File: src/hdl/sapg_pkg.sv
// Shared types and constants for the stepper angle pulse generator.
// No dependencies; every other file imports this package.
package sapg_pkg;

    typedef enum logic {
        OP_TICK = 1'b0,
        OP_MOVE = 1'b1
    } opcode_t;

    // Command handed from the front pipeline to the executor.
    typedef struct packed {
        logic        is_move;
        logic        dir;
        logic [15:0] steps;
    } cmd_t;

    localparam int ANGLE_W   = 24;
    localparam int STEP_W    = 16;
    localparam int SPR_W     = 16;
    localparam int PROD_W    = ANGLE_W + SPR_W;

    localparam logic [SPR_W-1:0]  SPR_RESET = 16'd400;
    localparam logic [STEP_W-1:0] STEP_MAX  = 16'hFFFF;

    // 36000 = 32 * 1125. Low five bits are shifted off, then a reciprocal
    // multiply by ceil(2^38 / 1125) gives the exact quotient for any
    // dividend below 2^27.
    localparam int QUOT_SHIFT = 5;
    localparam int DIVD_W     = 27;
    localparam int RECIP_W    = 28;
    localparam int RECIP_SHIFT = 38;
    localparam logic [RECIP_W-1:0] RECIP_MULT = 28'd244335918;

    // 65536 * 36000: any product at or above this saturates
    localparam logic [PROD_W-1:0] SAT_LIMIT = 40'd2359296000;

    localparam int QUEUE_DEPTH = 4;
    localparam int QPTR_W      = $clog2(QUEUE_DEPTH);
    localparam int QCNT_W      = $clog2(QUEUE_DEPTH + 1);

endpackage

File: src/hdl/sapg_front.sv
// Front pipeline: accepts transactions, tracks the commanded angle and
// converts a move into direction and step count. Depends on sapg_pkg.
module sapg_front (
    input  logic                  clk,
    input  logic                  rst_n,
    input  logic                  cfg_wr_en,
    input  logic [15:0]           cfg_wr_data,
    input  logic                  s_tvalid,
    output logic                  s_tready,
    input  logic                  s_tuser,   // opcode
    input  logic [23:0]           s_tdata,   // target_angle
    output logic                  push_valid,
    output sapg_pkg::cmd_t        push_cmd,
    input  logic                  q_full
);
    import sapg_pkg::*;

    logic [SPR_W-1:0]   spr_reg;
    logic [ANGLE_W-1:0] angle_reg;

    logic               s1_valid_reg, s1_move_reg, s1_dir_reg;
    logic [ANGLE_W-1:0] s1_mag_reg;
    logic               s2_valid_reg, s2_move_reg, s2_dir_reg;
    logic [PROD_W-1:0]  s2_prod_reg;
    logic               s3_valid_reg, s3_move_reg, s3_dir_reg;
    logic [STEP_W-1:0]  s3_steps_reg;

    logic                        adv;
    logic                        in_move;
    logic signed [ANGLE_W:0]     diff;
    logic [ANGLE_W:0]            mag_full;
    logic [DIVD_W-1:0]           divd;
    logic [DIVD_W+RECIP_W-1:0]   qprod;
    logic [STEP_W-1:0]           steps_next;

    assign adv      = !s3_valid_reg || !q_full;
    assign s_tready = adv;
    assign in_move  = (s_tuser == OP_MOVE);

    assign diff     = $signed({s_tdata[ANGLE_W-1], s_tdata})
                    - $signed({angle_reg[ANGLE_W-1], angle_reg});
    assign mag_full = diff[ANGLE_W] ? (~diff + 1'b1) : diff;

    assign divd  = s2_prod_reg[QUOT_SHIFT +: DIVD_W];
    assign qprod = divd * RECIP_MULT;
    assign steps_next = (s2_prod_reg >= SAT_LIMIT) ? STEP_MAX
                                                   : qprod[RECIP_SHIFT +: STEP_W];

    always_ff @(posedge clk or negedge rst_n)
    begin
        if (!rst_n)
        begin
            spr_reg      <= SPR_RESET;
            angle_reg    <= '0;
            s1_valid_reg <= 1'b0;
            s2_valid_reg <= 1'b0;
            s3_valid_reg <= 1'b0;
        end
        else
        begin
            if (cfg_wr_en)
            begin
                spr_reg <= cfg_wr_data;
            end
            if (adv)
            begin
                if (s_tvalid && in_move)
                begin
                    angle_reg <= s_tdata;
                end
                s1_valid_reg <= s_tvalid;
                s2_valid_reg <= s1_valid_reg;
                s3_valid_reg <= s2_valid_reg;
            end
        end
    end

    // payload stages
    always_ff @(posedge clk)
    begin
        if (adv)
        begin
            s1_move_reg  <= in_move;
            s1_dir_reg   <= ~diff[ANGLE_W];
            s1_mag_reg   <= mag_full[ANGLE_W-1:0];
            s2_move_reg  <= s1_move_reg;
            s2_dir_reg   <= s1_dir_reg;
            s2_prod_reg  <= s1_mag_reg * spr_reg;
            s3_move_reg  <= s2_move_reg;
            s3_dir_reg   <= s2_dir_reg;
            s3_steps_reg <= steps_next;
        end
    end

    assign push_valid       = s3_valid_reg && !q_full;
    assign push_cmd.is_move = s3_move_reg;
    assign push_cmd.dir     = s3_dir_reg;
    assign push_cmd.steps   = s3_steps_reg;

endmodule

File: src/hdl/sapg_queue.sv
// Short command queue between the front pipeline and the executor.
// Depends on sapg_pkg.
module sapg_queue (
    input  logic            clk,
    input  logic            rst_n,
    input  logic            push,
    input  sapg_pkg::cmd_t  push_cmd,
    output logic            full,
    input  logic            pop,
    output logic            head_valid,
    output sapg_pkg::cmd_t  head_cmd
);
    import sapg_pkg::*;

    cmd_t              entry_reg [QUEUE_DEPTH];
    logic [QPTR_W-1:0] wr_ptr_reg, rd_ptr_reg;
    logic [QCNT_W-1:0] count_reg;

    assign full       = (count_reg == QCNT_W'(QUEUE_DEPTH));
    assign head_valid = (count_reg != '0);
    assign head_cmd   = entry_reg[rd_ptr_reg];

    always_ff @(posedge clk or negedge rst_n)
    begin
        if (!rst_n)
        begin
            wr_ptr_reg <= '0;
            rd_ptr_reg <= '0;
            count_reg  <= '0;
        end
        else
        begin
            if (push)
            begin
                wr_ptr_reg <= wr_ptr_reg + 1'b1;
            end
            if (pop)
            begin
                rd_ptr_reg <= rd_ptr_reg + 1'b1;
            end
            if (push && !pop)
            begin
                count_reg <= count_reg + 1'b1;
            end
            else if (pop && !push)
            begin
                count_reg <= count_reg - 1'b1;
            end
        end
    end

    always_ff @(posedge clk)
    begin
        if (push)
        begin
            entry_reg[wr_ptr_reg] <= push_cmd;
        end
    end

`ifndef SYNTHESIS
    a_no_overflow: assert property (@(posedge clk) disable iff (!rst_n)
        push |-> (!full || pop))
        else $error("queue push while full");
    a_no_underflow: assert property (@(posedge clk) disable iff (!rst_n)
        pop |-> head_valid)
        else $error("queue pop while empty");
`endif

endmodule

File: src/hdl/sapg_back.sv
// Executor: applies moves and ticks to the pulse state and holds the
// result in an output register. Depends on sapg_pkg.
module sapg_back (
    input  logic            clk,
    input  logic            rst_n,
    input  logic            head_valid,
    input  sapg_pkg::cmd_t  head_cmd,
    output logic            pop,
    output logic            m_tvalid,
    input  logic            m_tready,
    output logic [7:0]      m_tdata    // step_level, direction, running, move_done, pad
);
    import sapg_pkg::*;

    logic [STEP_W-1:0] target_steps_reg, target_steps_next;
    logic [STEP_W-1:0] steps_done_reg, steps_done_next;
    logic              phase_reg, phase_next;
    logic              run_reg, run_next;
    logic              dir_reg, dir_next;
    logic              done_next;
    logic              out_valid_reg, out_valid_next;
    logic              out_done_reg;
    logic [STEP_W-1:0] steps_inc;

    assign pop       = head_valid && (!out_valid_reg || m_tready);
    assign steps_inc = steps_done_reg + 1'b1;

    always_comb
    begin
        target_steps_next = target_steps_reg;
        steps_done_next   = steps_done_reg;
        phase_next        = phase_reg;
        run_next          = run_reg;
        dir_next          = dir_reg;
        done_next         = 1'b0;
        if (head_cmd.is_move)
        begin
            dir_next          = head_cmd.dir;
            target_steps_next = head_cmd.steps;
            steps_done_next   = '0;
            phase_next        = 1'b0;
            run_next          = (head_cmd.steps != '0);
        end
        else if (run_reg)
        begin
            if (!phase_reg)
            begin
                phase_next = 1'b1;
            end
            else
            begin
                phase_next      = 1'b0;
                steps_done_next = steps_inc;
                if (steps_inc >= target_steps_reg)
                begin
                    run_next        = 1'b0;
                    steps_done_next = '0;
                    done_next       = 1'b1;
                end
            end
        end

        if (pop)
        begin
            out_valid_next = 1'b1;
        end
        else if (m_tready)
        begin
            out_valid_next = 1'b0;
        end
        else
        begin
            out_valid_next = out_valid_reg;
        end
    end

    always_ff @(posedge clk or negedge rst_n)
    begin
        if (!rst_n)
        begin
            target_steps_reg <= '0;
            steps_done_reg   <= '0;
            phase_reg        <= 1'b0;
            run_reg          <= 1'b0;
            dir_reg          <= 1'b0;
            out_valid_reg    <= 1'b0;
        end
        else
        begin
            out_valid_reg <= out_valid_next;
            if (pop)
            begin
                target_steps_reg <= target_steps_next;
                steps_done_reg   <= steps_done_next;
                phase_reg        <= phase_next;
                run_reg          <= run_next;
                dir_reg          <= dir_next;
            end
        end
    end

    always_ff @(posedge clk)
    begin
        if (pop)
        begin
            out_done_reg <= done_next;
        end
    end

    assign m_tvalid = out_valid_reg;
    assign m_tdata  = {4'b0000, out_done_reg, run_reg, dir_reg, phase_reg};

`ifndef SYNTHESIS
    a_count_below_target: assert property (@(posedge clk) disable iff (!rst_n)
        run_reg |-> (steps_done_reg < target_steps_reg))
        else $error("step count reached target while running");
    a_idle_step_low: assert property (@(posedge clk) disable iff (!rst_n)
        !run_reg |-> (!phase_reg && steps_done_reg == '0))
        else $error("step pin high or count nonzero while idle");
    a_done_ends_run: assert property (@(posedge clk) disable iff (!rst_n)
        (out_valid_reg && out_done_reg) |-> (!run_reg && !phase_reg))
        else $error("move done reported with run still active");
`endif

endmodule

File: src/hdl/stepper_angle_pulse_generator.sv
// Top level of the single-axis stepper step/direction pulse generator.
// Depends on sapg_pkg, sapg_front, sapg_queue and sapg_back.

// Each input transaction is a timer tick (tuser 0) or a move to a target
// angle in 0.01 degree (tuser 1); each gives exactly one result carrying the
// step pin, direction pin, running flag and move-done flag. One transaction
// is taken every clock while the result side keeps up; a result passes through
// the three-stage angle to step conversion (steps_per_rev multiply, then a
// reciprocal multiply for the divide by 36000), one queue slot and the output
// register. The four-entry queue absorbs stalls on the result side before
// input is held off.
// steps_per_rev may only be written while no transaction is in flight.
module stepper_angle_pulse_generator (
    input  logic        clk,
    input  logic        rst_n,
    input  logic        cfg_wr_en,
    input  logic [15:0] cfg_wr_data,   // steps_per_rev
    input  logic        s_tvalid,
    output logic        s_tready,
    input  logic        s_tuser,       // opcode
    input  logic [23:0] s_tdata,       // target_angle
    output logic        m_tvalid,
    input  logic        m_tready,
    output logic [7:0]  m_tdata        // step_level, direction, running, move_done, pad
);
    import sapg_pkg::*;

    logic push_valid;
    cmd_t push_cmd;
    logic q_full;
    logic pop;
    logic head_valid;
    cmd_t head_cmd;

    sapg_front u_front (
        .clk         (clk),
        .rst_n       (rst_n),
        .cfg_wr_en   (cfg_wr_en),
        .cfg_wr_data (cfg_wr_data),
        .s_tvalid    (s_tvalid),
        .s_tready    (s_tready),
        .s_tuser     (s_tuser),
        .s_tdata     (s_tdata),
        .push_valid  (push_valid),
        .push_cmd    (push_cmd),
        .q_full      (q_full)
    );

    sapg_queue u_queue (
        .clk        (clk),
        .rst_n      (rst_n),
        .push       (push_valid),
        .push_cmd   (push_cmd),
        .full       (q_full),
        .pop        (pop),
        .head_valid (head_valid),
        .head_cmd   (head_cmd)
    );

    sapg_back u_back (
        .clk        (clk),
        .rst_n      (rst_n),
        .head_valid (head_valid),
        .head_cmd   (head_cmd),
        .pop        (pop),
        .m_tvalid   (m_tvalid),
        .m_tready   (m_tready),
        .m_tdata    (m_tdata)
    );

endmodule
File: config.mk
export PLATFORM = sky130hd
export DESIGN_NAME = stepper_angle_pulse_generator
export DESIGN_NICKNAME = d
export VERILOG_FILES = /design/src/hdl/sapg_pkg.sv /design/src/hdl/sapg_front.sv /design/src/hdl/sapg_queue.sv /design/src/hdl/sapg_back.sv /design/src/hdl/stepper_angle_pulse_generator.sv
export SDC_FILE = /design/constraint.sdc
export NUM_CORES = 2
export LEC_CHECK = 0
export BUFFER_PORTS_ARGS = -buffer_cell sky130_fd_sc_hd__buf_2
export CORE_MARGIN = 5
export CORE_UTILIZATION = 60
export CTS_CLUSTER_DIAMETER = 50
export DETAILED_ROUTE_END_ITERATION = 8
export GPL_TIMING_DRIVEN = 0
export MAX_ROUTING_LAYER = met4
export PLACE_DENSITY = 0.81
export SETUP_SLACK_MARGIN = 0.05
export SLEW_MARGIN = 25
export SYNTH_ARGS = -nofsm -noshare
export SYNTH_HDL_FRONTEND = slang
export SYNTH_SLANG_ARGS = --single-unit
File: constraint.sdc
create_clock -name clk -period 7.7 [get_ports clk]
set_clock_uncertainty 0.1 [all_clocks]
set_input_delay 0.77 -clock clk [delete_from_list [all_inputs] [get_ports clk]]
set_output_delay 0.77 -clock clk [all_outputs]
set_load 0.1 [all_outputs]
* Word level (Yosys, flattened, before mapping)
Memories as Yosys holds them, arrays and structs flattened. Cells that the tools add are included.
Word-level totals: register bits 173, RAM bits 72, output and inout bits 10, memories kept 1
Operators by class: add/subtract/negate cells 7, $mul 2, order comparisons 2, equality and inequality tests 1, multiplexer cells 19, bitwise operators 4, reductions and logical operators 23
Memory list:
- u_queue.entry_reg | depth 4, width 18, read ports 1, clocked after memory_dff 0, write ports 1, line sapg_queue.sv:15 | cmd_t entry_reg [QUEUE_DEPTH];
Operator list (count):
- $mux W16 | 4
- $mul A27 B27 Y53 const B | 1
- $ge A40 B32 Y1 const B | 1
- $mul A24 B16 Y40 | 1
- $sub A24 B24 Y25 | 1
- $add A24 B1 Y24 const B | 1
- $mux W24 | 1
- $not A24 Y24 | 1
- $add A16 B1 Y16 const B | 1
- $ge A16 B16 Y1 | 1
- $reduce_bool A16 Y1 | 1
- $mux W1 | 12
- $reduce_bool A2 Y1 | 4
- $mux W3 | 2
- $reduce_and A2 Y1 | 3
- $logic_and A1 B1 Y1 | 5
- $logic_not A1 Y1 | 5
- $add A2 B1 Y2 const B | 2
- $add A3 B1 Y3 const B | 1
- $eq A3 B3 Y1 const B | 1
- $not A1 Y1 | 3
- $reduce_and A3 Y1 | 1
- $reduce_bool A3 Y1 | 1
- $reduce_or A3 Y1 | 1
- other kinds (2) | 3

* Depth between registers and ports, before layout
depth in word-level cells 7, mapped depth 25, mapped depth without buffers 24

* By module
From an unflattened synthesis, not the netlist that was laid out.
Unflattened totals: cell total of the unflattened synthesis 3285, area total of the unflattened synthesis 33425.8 µm²
By module, submodules not included:
- sapg_front | instances 1, cells an instance 2902, area each 27969.3 µm², seq. area each 3662.3 µm²
- sapg_queue | instances 1, cells an instance 128, area each 2994.1 µm², seq. area each 2337.2 µm²
- sapg_back | instances 1, cells an instance 255, area each 2462.4 µm², seq. area each 930.9 µm²

* Worst setup path after synthesis
OpenSTA, ideal clock, no wires.
kind register -> register, from reg u_front.spr_reg[4], to reg u_front.s2_prod_reg[39], data pin, setup time 260 ps, arrival 6521 ps, data required time 7340 ps, slack 819 ps, cell stages (with the launch flop) 25, path buffers 1, cells stage by stage dfstp_2 > clkbuf_1 > nand2_1 > fa_1 > inv_1 > fa_1 > inv_1 > fa_1 > inv_1 > fa_1 > inv_1 > fa_1 > inv_1 > fa_1 > ha_1 > a21oi_1 > o21ai_0 > a31o_2 > o311ai_0 > o21ai_0 > o21a_1 > a2111o_1 > a21o_1 > a21oi_1 > xnor2_1
On the way: cells in the longest elaborated chain, start to end 1
Ends and longest elaborated chain:
- from (decl) | line sapg_front.sv:18 | logic [SPR_W-1:0] spr_reg;
- from (signal assigned) | line sapg_front.sv:63 | spr_reg <= cfg_wr_data;
- $mul A24 B16 Y40 | line sapg_front.sv:88 | s2_prod_reg <= s1_mag_reg * spr_reg;
- to (signal assigned) | line sapg_front.sv:88
- to (decl) | line sapg_front.sv:24 | logic [PROD_W-1:0] s2_prod_reg;
Every way passes these cells. A chain may end at the register's enable or synchronous reset.

* Final worst setup path
from reg u_front.spr_reg[8], to reg u_front.s2_prod_reg[39], data pin
The elaborated chain is that of the path after synthesis.

==> qor.yml <==
worst_pin_slew_ps: 1032
hpwl_mm: 60.25
maxSlewViolCount: 0
num_rows: 85
min_from: "s_tuser"
worstReg2RegStart: "u_front.spr_reg[8]"
htreeDepth: 1
ys_seq_elements: 245
io_pins: 56
area_delta_synth_final_pct: 7.580
startpoint_type: "flip-flop"
cp.arrival_ps: 7700
ys_types: 81
antenna_found_initial: 0
critPathCaptureType: "flip-flop"
detail_route.wl_per_cell_microns: 18.79
grt_pass1_vias: 24170
hp-class: "primary input to flip-flop"
final_common_cell: "inv_1"
synth-edff-count: 159
largest_reg_flops: 72
reg2reg_depth: 22
hold_end: "u_front.s1_move_reg"
clockRootBuffer: "clkbuf_16"
drt.antenna.violating_nets: 0
synth_seq_area_share_pct: 21.13
numPortBuffers: 50
cp.required_ps: 7930
drc_errors: 0
timing.rr.end: "u_front.s2_prod_reg[39]"
antenna_cells: 0
grt-ovfl-total: 0
max_slew_margin_pct: 31.17
hold_slack_ps: 272.9
die_w_microns: 243.8
cts_tree: "yes"
drt_iter0_drc: 1644
drt-total-wl_mm: 75.14
core_sq_mm: 0.05403
postSynth.asyncResetShare_pct: 35.10
placedCellCount: 3929
timing.final.crit_period_ps: 7468
ys_warn_count: 0
start_util_pct: 60.71
drt-pass1-iter-count: 5
setup_viol: 0
critPathMaxFanout: 16
whs_path_depth: 1
hold_violations: 0
syn-instance-count: 3178
outcome: "complete, no violations"
cts_buffers: 30
cts_buffer_depth: 3
fin_crit_sh_pct: 96.99
grt_pass1_wl_mm: 124.2
cts.sinks: 245
fmax_mhz: 133.9
vias: 22600
dieHeight_microns: 243.8
grt_start_max_net_pins: 62
grt_use_total_pct: 26.66
cap_violations: 0
syn_area_sq_mm: 0.03280
synth.avg_cell_area_sq_um: 10.32
viasPerCell: 5.652
worstSkewPairLatency_ps: 590
drive_gt1_share_pct: 7.781
r2r_slack_ps: 230
rsz0062_at_grt: "yes"
path_class: "flip-flop to flip-flop"
stdcell_count: 3999
ys.flop_type: "edfxtp_1"
fillers: 4137
die_area_sq_mm: 0.05944
clk_pin_slew_worst_paths_ps: 60
fin_nets: 4257
gp_congestion: 1.006
mostFrequentLayoutCells: "710 x inv_1, 501 x fa_1, 429 x ha_1"
## layer usage
| metal | wire [microns] | global-route usage (%) | vias to the layer above |
|---|---|---|---|
| met3 | 5475 | 4.483 | 200 |
| met2 | 36500 | 43.73 | 843 |
| li1 | - | - | 10320 |
| met1 | 30170 | 34.34 | 11240 |
| met4 | 2998 | 8.480 | 0 |
| met5 | 0 | - | - |
## cell usage after synthesis (13+ instances only)
cell,n,area [sq um]
o21a_1,13,97.59
xnor2_1,61,534.3
ha_1,430,5380
clkbuf_1,74,277.8
inv_1,710,2665
a21oi_1,91,455.4
o21ai_0,85,425.4
nand3_1,22,110.1
mux2_2,38,427.9
edfxtp_1,159,4775
xor2_1,40,350.3
nor2_1,65,244.0
mux4_2,18,405.4
fa_1,501,10030
nand4_1,15,93.84
dfrtp_1,83,2077
nand2b_1,13,81.33
a21o_1,47,352.8
nor3_1,25,125.1
a32o_1,15,150.1
nand2_1,323,1212
nor4_1,13,81.33
nor2b_1,13,81.33
and2_1,167,1045
## critical path, stage by stage (launching register included)
cell and delay [ps]:
dfstp_2 810, clkbuf_1 600, nand2_1 160, fa_1 510, fa_1 520, fa_1 560, fa_1 510, inv_1 50
fa_1 470, inv_1 50, fa_1 470, inv_1 40, ha_1 350, a21o_1 210, a21oi_1 150, o21ai_0 100
o41ai_1 250, o21ai_1 180, o21a_1 280, a2111o_1 420, a21o_1 170, a21oi_1 170, xnor2_1 80
## area by class of cell
cell class	instances	area [sq um]	share of cell area, %
buffer	87	425.4	1.206
clock inverter	20	234.0	0.6631
timing repair buffer	68	434.2	1.230
sequential	245	6933	19.65
clock buffer	35	779.5	2.209
inverter	710	2665	7.553
tap	696	870.8	2.468
multi-input combinational	2138	22940	65.02
## metrics by stage
step | instance area (sq um) | utilization (%) | setup TNS, ps | setup WS (ps)
after global routing | 35280 | 65.31 | 0 | 5.445
final | 35280 | 65.31 | 0 | 232.1
after detailed placement | 34010 | 62.95 | -4014 | -629.7
after floorplan | 32810 | - | 0 | 818.9
after CTS | 35150 | 65.06 | 0 | 26.25
after global placement | 33930 | 62.80 | -2642 | -479.3
## worst max-delay path by stage
| stage | from | to | slack (ps) | cells after the start |
|---|---|---|---|---|
| finish | u_front.spr_reg[8] | u_front.s2_prod_reg[39] | 230 | 22 |
| CTS | u_front.spr_reg[4] | u_front.s2_prod_reg[39] | 30 | 24 |
| global route | u_front.s2_prod_reg[8] | u_front.s3_steps_reg[15] | 5 | 22 |
| detailed placement | u_front.spr_reg[7] | u_front.s2_prod_reg[39] | -630 | 24 |
| floorplan | u_front.spr_reg[4] | u_front.s2_prod_reg[39] | 820 | 24 |
| global placement | u_front.spr_reg[7] | u_front.s2_prod_reg[39] | -480 | 24 |
## timing repair
action                                  CTS  global route
hold endpoints to repair                 22             0
gates resized for setup                  30            51
setup buffers                             8             7
pin swaps                                 0             1
endpoints found under the setup margin   18            16
hold buffers                              1             0
## cells by family (layout without fill, tap and decap cells)
logic type	count (synthesis)	after routing	share of synthesized area, %
fa+ha+maj	931	931	46.98
simple gates	697	697	10.35
compound gates	344	344	6.875
other cells	1	4	0.01143
flops	245	245	21.13
buf+inv	798	920	9.259
xor+xnor	101	101	2.697
mux	61	61	2.693
Power is left out: the tool's default activity adds up to more than one toggle a clock period on the data nets, which glitch-free logic cannot reach.
